===== config.mk =====
export PLATFORM = sky130hd
export DESIGN_NAME = hann_windowed_frame_cutter
export DESIGN_NICKNAME = d
export VERILOG_FILES = /design/src/hw/rtl/hwfc_pkg.sv /design/src/hw/rtl/hwfc_fifo.sv /design/src/hw/rtl/hwfc_front.sv /design/src/hw/rtl/hwfc_back.sv /design/src/hw/rtl/hann_windowed_frame_cutter.sv
export SDC_FILE = /design/constraint.sdc
export NUM_CORES = 2
export LEC_CHECK = 0
export BUFFER_PORTS_ARGS = -buffer_cell sky130_fd_sc_hd__buf_2
export CAP_MARGIN = 20
export CORE_UTILIZATION = 55
export DETAILED_ROUTE_END_ITERATION = 8
export PLACE_DENSITY = 0.71
export SLEW_MARGIN = 20
export SYNTH_ARGS = -nofsm -noshare
export SYNTH_HDL_FRONTEND = slang
export SYNTH_SLANG_ARGS = --single-unit

===== constraint.sdc =====
create_clock -name clk_i -period 14.8 [get_ports clk_i]
set_clock_uncertainty 0.1 [all_clocks]
set_input_delay 2.96 -clock clk_i [delete_from_list [all_inputs] [get_ports clk_i]]
set_output_delay 2.96 -clock clk_i [all_outputs]
set_load 0.005 [all_outputs]

===== src/hw/rtl/hwfc_pkg.sv =====
package hwfc_pkg;

  // default frame length
  localparam int FrameSizeDef = 64;

  // field and register widths
  localparam int SampleW  = 16;
  localparam int PosW     = 6;
  localparam int HopW     = 7;
  localparam int AlignW   = 2;
  localparam int CountW   = 32;
  localparam int CfgIdxW  = 4;
  localparam int CfgDataW = 8;

  // queue depths
  localparam int CmdDepth = 2;
  localparam int OutDepth = 4;

  // configuration register indexes
  localparam logic [CfgIdxW-1:0] CFG_HOP_SIZE  = 4'd0;
  localparam logic [CfgIdxW-1:0] CFG_ALIGNMENT = 4'd1;

  // alignment codes
  localparam logic [AlignW-1:0] ALIGN_START  = 2'd0;
  localparam logic [AlignW-1:0] ALIGN_CENTER = 2'd1;
  localparam logic [AlignW-1:0] ALIGN_END    = 2'd2;

  // register reset values
  localparam logic [HopW-1:0]   HopReset   = 7'd32;
  localparam logic [AlignW-1:0] AlignReset = ALIGN_CENTER;

  // input operation codes
  localparam logic OP_PUSH  = 1'b0;
  localparam logic OP_FLUSH = 1'b1;

  // pi in q30
  localparam longint unsigned PiQ30 = 64'd3373259426;

  typedef struct packed {
    logic                      operation;
    logic signed [SampleW-1:0] sample_value;
  } in_item_t;

  typedef struct packed {
    logic signed [SampleW-1:0] frame_sample;
    logic [PosW-1:0]           sample_position;
    logic                      last_of_frame;
    logic                      no_more_frames;
  } out_item_t;

  typedef enum logic {
    CMD_PUSH,
    CMD_FLUSH
  } cmd_kind_e;

  // classified item passed from front to back
  typedef struct packed {
    cmd_kind_e                 kind;
    logic signed [SampleW-1:0] sample;
    logic [CountW-1:0]         count;
  } cmd_t;

  // hann window word from a q30 angle: sin^2 via taylor series, q0.16
  function automatic logic [15:0] hann_word(input longint unsigned theta);
    longint unsigned t2;
    longint unsigned term;
    longint          sum;
    longint unsigned s;
    longint unsigned w;
    t2   = (theta * theta) >> 30;
    term = theta;
    sum  = $signed(theta);
    term = ((term * t2) >> 30) / 6;
    sum  = sum - $signed(term);
    term = ((term * t2) >> 30) / 20;
    sum  = sum + $signed(term);
    term = ((term * t2) >> 30) / 42;
    sum  = sum - $signed(term);
    term = ((term * t2) >> 30) / 72;
    sum  = sum + $signed(term);
    term = ((term * t2) >> 30) / 110;
    sum  = sum - $signed(term);
    if (sum < 0) begin
      sum = 0;
    end
    if (sum > 64'sd1073741824) begin
      sum = 64'sd1073741824;
    end
    s = $unsigned(sum);
    w = (s * s + 64'd8796093022208) >> 44;
    if (w > 64'd65535) begin
      w = 64'd65535;
    end
    return w[15:0];
  endfunction

endpackage


===== src/hw/rtl/hwfc_fifo.sv =====
module hwfc_fifo #(
  parameter type item_t = logic,
  parameter int  Depth  = 2
) (
  input  logic  clk_i,
  input  logic  rst_ni,
  input  logic  push_i,
  input  item_t data_i,
  output logic  full_o,
  input  logic  pop_i,
  output item_t data_o,
  output logic  empty_o
);

  localparam int PtrW = (Depth > 1) ? $clog2(Depth) : 1;
  localparam int CntW = $clog2(Depth + 1);

  item_t           mem_q [Depth];
  logic [PtrW-1:0] wr_ptr_q;
  logic [PtrW-1:0] rd_ptr_q;
  logic [CntW-1:0] cnt_q;
  logic            do_push;
  logic            do_pop;

  assign full_o  = (cnt_q == CntW'(Depth));
  assign empty_o = (cnt_q == '0);
  assign do_push = push_i && !full_o;
  assign do_pop  = pop_i && !empty_o;
  assign data_o  = mem_q[rd_ptr_q];

  always_ff @(posedge clk_i or negedge rst_ni) begin
    if (!rst_ni) begin
      wr_ptr_q <= '0;
      rd_ptr_q <= '0;
      cnt_q    <= '0;
    end else begin
      if (do_push) begin
        wr_ptr_q <= (wr_ptr_q == PtrW'(Depth - 1)) ? '0 : wr_ptr_q + 1'b1;
      end
      if (do_pop) begin
        rd_ptr_q <= (rd_ptr_q == PtrW'(Depth - 1)) ? '0 : rd_ptr_q + 1'b1;
      end
      case ({do_push, do_pop})
        2'b10:   cnt_q <= cnt_q + 1'b1;
        2'b01:   cnt_q <= cnt_q - 1'b1;
        default: cnt_q <= cnt_q;
      endcase
    end
  end

  always_ff @(posedge clk_i) begin
    if (do_push) begin
      mem_q[wr_ptr_q] <= data_i;
    end
  end

endmodule


===== src/hw/rtl/hwfc_front.sv =====
module hwfc_front (
  input  logic               clk_i,
  input  logic               rst_ni,
  input  logic               push_i,
  input  hwfc_pkg::in_item_t in_data_i,
  output logic               full_o,
  input  logic               cmd_full_i,
  output logic               cmd_push_o,
  output hwfc_pkg::cmd_t     cmd_o
);

  import hwfc_pkg::*;

  logic [CountW-1:0] count_q;
  logic [CountW-1:0] count_d;
  logic              ended_q;
  logic              ended_d;
  logic              take;

  assign full_o = cmd_full_i;
  assign take   = push_i && !cmd_full_i;

  // samples after end of audio or past a saturated counter are dropped here
  always_comb begin
    count_d      = count_q;
    ended_d      = ended_q;
    cmd_push_o   = 1'b0;
    cmd_o.kind   = CMD_PUSH;
    cmd_o.sample = in_data_i.sample_value;
    cmd_o.count  = count_q + 1'b1;
    if (take) begin
      if (in_data_i.operation == OP_FLUSH) begin
        ended_d    = 1'b1;
        cmd_push_o = 1'b1;
        cmd_o.kind = CMD_FLUSH;
        cmd_o.count = count_q;
      end else if (!ended_q && (count_q != '1)) begin
        count_d    = count_q + 1'b1;
        cmd_push_o = 1'b1;
      end
    end
  end

  always_ff @(posedge clk_i or negedge rst_ni) begin
    if (!rst_ni) begin
      count_q <= '0;
      ended_q <= 1'b0;
    end else begin
      count_q <= count_d;
      ended_q <= ended_d;
    end
  end

endmodule


===== src/hw/rtl/hwfc_back.sv =====
module hwfc_back #(
  parameter int FrameSize = hwfc_pkg::FrameSizeDef
) (
  input  logic                        clk_i,
  input  logic                        rst_ni,
  input  logic [hwfc_pkg::HopW-1:0]   hop_i,
  input  logic [hwfc_pkg::AlignW-1:0] align_i,
  input  logic                        cmd_empty_i,
  input  hwfc_pkg::cmd_t              cmd_i,
  output logic                        cmd_pop_o,
  input  logic                        out_full_i,
  output logic                        out_push_o,
  output hwfc_pkg::out_item_t         out_o
);

  import hwfc_pkg::*;

  localparam int Depth = FrameSize + 1;
  localparam int AW    = $clog2(Depth);
  localparam int JW    = $clog2(FrameSize);
  localparam int PW    = CountW + HopW;
  localparam int SW    = PW + 2;
  localparam int MW    = AW + HopW;
  localparam int Recip = (2 ** MW) / Depth;

  typedef enum logic [3:0] {
    ST_IDLE,
    ST_POS,
    ST_CHECK,
    ST_MOD,
    ST_REM,
    ST_SETUP,
    ST_READ,
    ST_MUL,
    ST_WRITE,
    ST_NOMORE
  } state_e;

  state_e                    state_q;
  logic signed [SampleW-1:0] ring_mem [Depth];
  logic signed [SampleW-1:0] ring_rd_q;
  logic [AW-1:0]             wr_ptr_q;
  logic [CountW-1:0]         n_q;
  logic [CountW-1:0]         k_q;
  logic [AW-1:0]             k_mod_q;
  logic                      flush_q;
  logic [PW-1:0]             p_q;
  logic [MW-1:0]             pm_q;
  logic [MW-1:0]             quo_q;
  logic [AW-1:0]             rem_q;
  logic [AW-1:0]             addr_q;
  logic signed [SW-1:0]      a_q;
  logic [JW-1:0]             j_q;
  logic                      valid_q;
  logic signed [32:0]        prod_q;

  logic [15:0]               win_rom [FrameSize];
  logic [HopW-1:0]           hop_eff;
  logic [AW-1:0]             off_w;
  logic signed [SW-1:0]      s_w;
  logic signed [SW-1:0]      e_w;
  logic signed [SW-1:0]      n_s;
  logic                      go_w;
  logic [2*MW-1:0]           quo_full;
  logic [MW-1:0]             quo_dep;
  logic [MW-1:0]             rem_raw;
  logic [MW-1:0]             rem_fix;
  logic [AW:0]               base_w;
  logic signed [32:0]        rnd_w;
  logic signed [SampleW-1:0] x_w;
  logic                      ring_we;
  logic                      last_w;

  // window rom, folded at elaboration
  for (genvar g = 0; g < FrameSize; g++) begin : g_win
    localparam longint unsigned M =
      (g <= FrameSize - 1 - g) ? longint'(g) : longint'(FrameSize - 1 - g);
    localparam longint unsigned Theta =
      (PiQ30 * M + longint'((FrameSize - 1) / 2)) / longint'(FrameSize - 1);
    assign win_rom[g] = hann_word(Theta);
  end

  assign hop_eff = (hop_i == '0) ? HopW'(1) : hop_i;

  always_comb begin
    case (align_i)
      ALIGN_CENTER: off_w = AW'(FrameSize / 2);
      ALIGN_END:    off_w = AW'(FrameSize);
      default:      off_w = '0;
    endcase
  end

  // frame start and readiness
  assign s_w = $signed({2'b00, p_q}) - $signed({{(SW - AW){1'b0}}, off_w});
  assign e_w = s_w + $signed(SW'(FrameSize));
  assign n_s = $signed({{(SW - CountW){1'b0}}, n_q});

  always_comb begin
    if (flush_q) begin
      go_w = (p_q < PW'(n_q));
    end else begin
      go_w = (n_s >= e_w) && (PW'(n_q) > p_q);
    end
  end

  // p mod depth from (k mod depth) * hop: reciprocal quotient, one fix-up step
  assign quo_full = {{MW{1'b0}}, pm_q} * (2 * MW)'(Recip);
  assign quo_dep  = quo_q * MW'(Depth);
  assign rem_raw  = pm_q - quo_dep;
  assign rem_fix  = (rem_raw >= MW'(Depth)) ? rem_raw - MW'(Depth) : rem_raw;
  assign base_w   = ({1'b0, rem_q} >= {1'b0, off_w}) ?
                    {1'b0, rem_q} - {1'b0, off_w} :
                    {1'b0, rem_q} + (AW + 1)'(Depth) - {1'b0, off_w};

  assign x_w    = valid_q ? ring_rd_q : '0;
  assign rnd_w  = prod_q + 33'sd32768;
  assign last_w = (j_q == JW'(FrameSize - 1));

  assign cmd_pop_o = (state_q == ST_IDLE) && !cmd_empty_i;
  assign ring_we   = cmd_pop_o && (cmd_i.kind == CMD_PUSH);

  always_comb begin
    out_push_o = 1'b0;
    out_o      = '0;
    if (state_q == ST_WRITE) begin
      out_push_o            = !out_full_i;
      out_o.frame_sample    = rnd_w[31:16];
      out_o.sample_position = PosW'(j_q);
      out_o.last_of_frame   = last_w;
    end else if (state_q == ST_NOMORE) begin
      out_push_o           = !out_full_i;
      out_o.no_more_frames = 1'b1;
    end
  end

  always_ff @(posedge clk_i) begin
    if (ring_we) begin
      ring_mem[wr_ptr_q] <= cmd_i.sample;
    end
    if (state_q == ST_READ) begin
      ring_rd_q <= ring_mem[addr_q];
    end
  end

  always_ff @(posedge clk_i or negedge rst_ni) begin
    if (!rst_ni) begin
      state_q  <= ST_IDLE;
      wr_ptr_q <= '0;
      n_q      <= '0;
      k_q      <= '0;
      k_mod_q  <= '0;
      flush_q  <= 1'b0;
      p_q      <= '0;
      pm_q     <= '0;
      quo_q    <= '0;
      rem_q    <= '0;
      addr_q   <= '0;
      a_q      <= '0;
      j_q      <= '0;
      valid_q  <= 1'b0;
      prod_q   <= '0;
    end else begin
      case (state_q)
        ST_IDLE: begin
          if (!cmd_empty_i) begin
            flush_q <= (cmd_i.kind == CMD_FLUSH);
            if (cmd_i.kind == CMD_PUSH) begin
              wr_ptr_q <= (wr_ptr_q == AW'(Depth - 1)) ? '0 : wr_ptr_q + 1'b1;
              n_q      <= cmd_i.count;
            end
            state_q <= ST_POS;
          end
        end
        ST_POS: begin
          p_q     <= PW'(k_q) * PW'(hop_eff);
          pm_q    <= MW'(k_mod_q) * MW'(hop_eff);
          state_q <= ST_CHECK;
        end
        ST_CHECK: begin
          if (go_w) begin
            state_q <= ST_MOD;
          end else if (flush_q) begin
            state_q <= ST_NOMORE;
          end else begin
            state_q <= ST_IDLE;
          end
        end
        ST_MOD: begin
          quo_q   <= quo_full[2*MW-1:MW];
          state_q <= ST_REM;
        end
        ST_REM: begin
          rem_q   <= rem_fix[AW-1:0];
          state_q <= ST_SETUP;
        end
        ST_SETUP: begin
          addr_q  <= base_w[AW-1:0];
          a_q     <= s_w;
          j_q     <= '0;
          state_q <= ST_READ;
        end
        ST_READ: begin
          valid_q <= !a_q[SW-1] && (a_q < n_s);
          state_q <= ST_MUL;
        end
        ST_MUL: begin
          prod_q  <= x_w * $signed({1'b0, win_rom[j_q]});
          state_q <= ST_WRITE;
        end
        ST_WRITE: begin
          if (!out_full_i) begin
            if (last_w) begin
              k_q     <= k_q + 1'b1;
              k_mod_q <= (k_mod_q == AW'(Depth - 1)) ? '0 : k_mod_q + 1'b1;
              state_q <= ST_IDLE;
            end else begin
              j_q     <= j_q + 1'b1;
              a_q     <= a_q + 1'b1;
              addr_q  <= (addr_q == AW'(Depth - 1)) ? '0 : addr_q + 1'b1;
              state_q <= ST_READ;
            end
          end
        end
        ST_NOMORE: begin
          if (!out_full_i) begin
            state_q <= ST_IDLE;
          end
        end
        default: state_q <= ST_IDLE;
      endcase
    end
  end

endmodule


===== src/hw/rtl/hann_windowed_frame_cutter.sv =====
// overlapping frame cutter with a built-in hann window
// input channel: a transaction completes when push is high and full is low;
//   operation 0 stores one q1.15 sample, operation 1 marks end of audio and
//   asks for the next remaining frame
// result channel: the oldest result sits on out_data_o while empty is low and
//   completes when pop is high; a frame is FRAME_SIZE results in order
// config channel: cfg_valid_i/cfg_ready_o, index 0 hop_size, 1 alignment;
//   ready is always high, writes belong between items
// back end steps: an item that emits nothing passes idle, frame position and
//   readiness check; a frame goes on through ring offset and setup, then per
//   sample ring read, window multiply and write into the result queue, which
//   waits while that queue is full
// a two-deep command queue keeps accepting items while the back end works,
//   a four-deep result queue absorbs short stalls of the receiver
// a receiver that stalls backs the result queue up, then the back end, then
//   the command queue, and finally full rises
// reset clears counters, queues and registers: hop 32, centre alignment;
//   ring contents are not cleared, never-written entries are masked to zero
module hann_windowed_frame_cutter #(
  parameter int FrameSize = hwfc_pkg::FrameSizeDef
) (
  input  logic                          clk_i,
  input  logic                          rst_ni,
  // sample / flush queue
  input  logic                          push,
  output logic                          full,
  input  hwfc_pkg::in_item_t            in_data_i,
  // result queue
  output logic                          empty,
  input  logic                          pop,
  output hwfc_pkg::out_item_t           out_data_o,
  // register writes
  input  logic                          cfg_valid_i,
  output logic                          cfg_ready_o,
  input  logic [hwfc_pkg::CfgIdxW-1:0]  cfg_index_i,
  input  logic [hwfc_pkg::CfgDataW-1:0] cfg_data_i
);

  import hwfc_pkg::*;

  logic [HopW-1:0]   hop_q;
  logic [AlignW-1:0] align_q;
  logic              cmd_push;
  logic              cmd_full;
  logic              cmd_empty;
  logic              cmd_pop;
  cmd_t              cmd_in;
  cmd_t              cmd_out;
  logic              out_push;
  logic              out_full;
  out_item_t         out_item;

  // register file, no back pressure
  assign cfg_ready_o = 1'b1;

  always_ff @(posedge clk_i or negedge rst_ni) begin
    if (!rst_ni) begin
      hop_q   <= HopReset;
      align_q <= AlignReset;
    end else if (cfg_valid_i) begin
      case (cfg_index_i)
        CFG_HOP_SIZE:  hop_q   <= cfg_data_i[HopW-1:0];
        CFG_ALIGNMENT: align_q <= cfg_data_i[AlignW-1:0];
        default:       ;
      endcase
    end
  end

  // front end: classify, count samples, drop late pushes
  hwfc_front u_front (
    .clk_i      (clk_i),
    .rst_ni     (rst_ni),
    .push_i     (push),
    .in_data_i  (in_data_i),
    .full_o     (full),
    .cmd_full_i (cmd_full),
    .cmd_push_o (cmd_push),
    .cmd_o      (cmd_in)
  );

  hwfc_fifo #(
    .item_t (cmd_t),
    .Depth  (CmdDepth)
  ) u_cmd_q (
    .clk_i   (clk_i),
    .rst_ni  (rst_ni),
    .push_i  (cmd_push),
    .data_i  (cmd_in),
    .full_o  (cmd_full),
    .pop_i   (cmd_pop),
    .data_o  (cmd_out),
    .empty_o (cmd_empty)
  );

  // back end: ring, frame scheduling, windowing
  hwfc_back #(
    .FrameSize (FrameSize)
  ) u_back (
    .clk_i       (clk_i),
    .rst_ni      (rst_ni),
    .hop_i       (hop_q),
    .align_i     (align_q),
    .cmd_empty_i (cmd_empty),
    .cmd_i       (cmd_out),
    .cmd_pop_o   (cmd_pop),
    .out_full_i  (out_full),
    .out_push_o  (out_push),
    .out_o       (out_item)
  );

  hwfc_fifo #(
    .item_t (out_item_t),
    .Depth  (OutDepth)
  ) u_out_q (
    .clk_i   (clk_i),
    .rst_ni  (rst_ni),
    .push_i  (out_push),
    .data_i  (out_item),
    .full_o  (out_full),
    .pop_i   (pop),
    .data_o  (out_data_o),
    .empty_o (empty)
  );

endmodule


==> results.yml <==
synth:
  synthTopCellsByArea: "edfxtp_1, fa_1, mux4_2"
  yosysWarnings: 0
  synth_cell_types: 83
  synth_most_common_cell: "edfxtp_1"
  synthesis.nets: 7148
  async_flop_share_pct: 18.1
  yosysTopAreaCell: "edfxtp_1"
  netlist.area_leader.share_pct: 44.3
  syn_avg_cell_area_um2: 13.4
  synthCells: 6303
  synth_edf_count: 1250
  yosys-top-cells-count: "edfxtp_1, nand2_1, inv_1, fa_1, ha_1"
  syn-cell-area_um2: 84700
  ys_seq_elements: 1526
  ys.flop_type: "edfxtp_1"
  yosysSeqAreaShare_pct: 52.5
floorplan:
  die_w_um: 394
  die_h_um: 394
  num_io_pins: 61
  row_count: 143
  fp.dieArea_um2: 156000
  core_area_um2: 152000
  initial_utilization_pct: 55.5
detailed_routing:
  drt_first_pass_iters: 5
  drc_errors: 0
  ant_nets: 0
  vias: 51600
  vias_per_cell: 6.07
  postRouteWirelength_mm: 199
  initialDrtViolationCount: 4800
  wl_per_cell_um: 23.4
timing:
  fin_crit_ns: 9.68
  fin_crit_sh_pct: 65.4
  final_hold_viol_count: 0
  finalSetupTns_ns: 0
  setup_violations: 0
  relSlewSlack_pct: 27.9
  fin_ws_ns: 5.12
  grt_setup_unrepaired: "false"
  max_freq_mhz: 103
  slew_violations: 0
  worst_pin_slew_ns: 1.08
worst_setup_path:
  worst_path_max_delay_cell: "nor2_1"
  path_class: "register to register"
  required_ns: 15.35
  end_kind: "register"
  critPathArrivalTime_ns: 10.24
  cp_common_cell: "fa_1"
  start_kind: "register"
  cp_max_fo: 51
  critPathMaxStageDelay_ns: 0.83
global_route:
  grt_pass1_wl_mm: 311
  grtUsageMet2_pct: 41.7
  antenna_found_initial: 3
  grt_max_degree: 146
  grt_overflow: 0
  grt.met1_usage_pct: 36.7
  grt_usage_pct: 26.0
  grt_pass1_vias: 52600
  busiest_layer: "met2"
  grtUsageMet3_pct: 4.11
cts:
  cts_resized: 0
  hold_buffers: 0
  post_cts.repair.setup_buffers: 0
  clk_latency_ns: 0.83
  cts_max_level: 4
  clkSlewWorstSetupHoldPaths_ns: 0.06
  numCtsBuffers: 157
  cts_max_path_buffers: 3
  tritoncts: "yes"
  cts_root_buf: "clkbuf_16"
  cts.sinks: 1526
cells_and_area:
  postLayoutCellArea_um2: 92800
  nNetsFinal: 7191
  drive_gt1_share_pct: 13.5
  diodes: 0
  area_delta_synth_final_pct: 9.63
  final_util_pct: 60.9
flow_run:
  maxCapViolCount: 0
run_status:
  outcome: "complete, no violations"
placement:
  hpwl_mm: 128
  placedInstanceArea_um2: 87500
  pre_cts_ws_ns: 5.27
  io_buffers: 58
  gp_congestion: 0.939
power:
  max-vdd-ir-drop_mv: 0.187
  total_power_mw: 13.5
  power_leakage_nw: 35.9
  p_per_area_nw_per_um2: 145
worst_hold_path:
  hold_class: "register to register"
==> power by group <==
part,total (mW),internal [mW],switching (mW)
Sequential,5.60,5.23,0.370
Combinational,3.78,1.51,2.28
Clock,4.08,2.37,1.72
Total,13.5,9.10,4.36
==> state kept, by name (all words and copies together), names as in the netlist, 8 cells and up <==
name / flops
u_back.a_q: 41
u_back.k_q: 32
u_back.n_q: 32
u_back.p_q: 39
u_back.pm_q: 14
u_back.prod_q: 17
u_back.quo_q: 8
u_back.ring_mem: 1040
u_back.ring_rd_q: 16
u_cmd_q.mem_q: 98
u_front.count_q: 32
u_out_q.mem_q: 96
==> layout by cell type, fill, tap and decap left out, types with 118 or more instances in the layout <==
master / netlist / layout
buf_4: 1 / 130
nand3_1: 118 / 118
and2_1: 146 / 146
a21oi_1: 168 / 166
nand2_1: 612 / 610
xnor2_1: 145 / 145
o21ai_0: 224 / 224
nor2_1: 350 / 346
fa_1: 410 / 410
clkbuf_16: 0 / 160
dfrtp_1: 274 / 267
mux4_2: 353 / 353
edfxtp_1: 1250 / 1250
ha_1: 401 / 401
inv_1: 528 / 528
==> routing by layer <==
metal,vias up,routed length [um]
li1,22800,-
met1,26300,82900
met2,2092,95400
met3,392,14800
met4,4,6440
met5,-,24
==> final timing paths <==
| check | end | depth (start not counted) | slack [ns] | from |
|---|---|---|---|---|
| worst max register to register | u_back.prod_q[30] | 29 | 5.12 | u_back.j_q[2] |
| worst min-delay path | u_front.ended_q | 1 | 0.38 | u_front.ended_q |
| max in group asynchronous | u_out_q.rd_ptr_q[0] | 2 | 11.04 | rst_ni |
| min in group asynchronous | hop_q[1] | 1 | 1.98 | rst_ni |
| worst min register to register | u_front.ended_q | 1 | 0.38 | u_front.ended_q |
| worst max-delay path | u_back.prod_q[30] | 29 | 5.12 | u_back.j_q[2] |
==> kinds of logic after synthesis <==
logic type | share of synthesized area, %
mux | 10.6
simple gates | 9.50
flops | 52.5
compound gates | 5.33
other cells | 0.00443
xor+xnor | 2.68
buf+inv | 3.74
fa+ha+maj | 15.6
==> cell type report <==
type	count	area (um2)
fillers	11500	59600
flip-flops and latches	1526	44500
multi-input cells	3937	37100
clock buffers	199	4160
well taps	2030	2540
inverters	533	2000
repair buffers	191	1340
clock inverters	91	1170
==> critical path: cells and delay by family, from the launching register on <==
family / cells / cell delay, ns
buffers and inverters: 5 / 1.25
AND/OR/NAND/NOR: 6 / 1.57
multiplexers: 1 / 0.24
AO/OA/AOI/OAI: 10 / 2.87
adder cells (fa/ha/maj): 7 / 3.19
flip-flops: 1 / 0.32
==> stage by stage <==
| stage | cells | hold slack [ns] |
|---|---|---|
| 2_1_floorplan | 6303 | 0.336 |
| 3_3_place_gp | 8217 | 0.350 |
| 3_5_place_dp | 8217 | 0.361 |
| 4_1_cts | 8507 | 0.376 |
| 5_1_grt | 8507 | 0.424 |
| 6_report | 8507 | 0.378 |
Note: power is estimated with default switching activity, not from simulation.
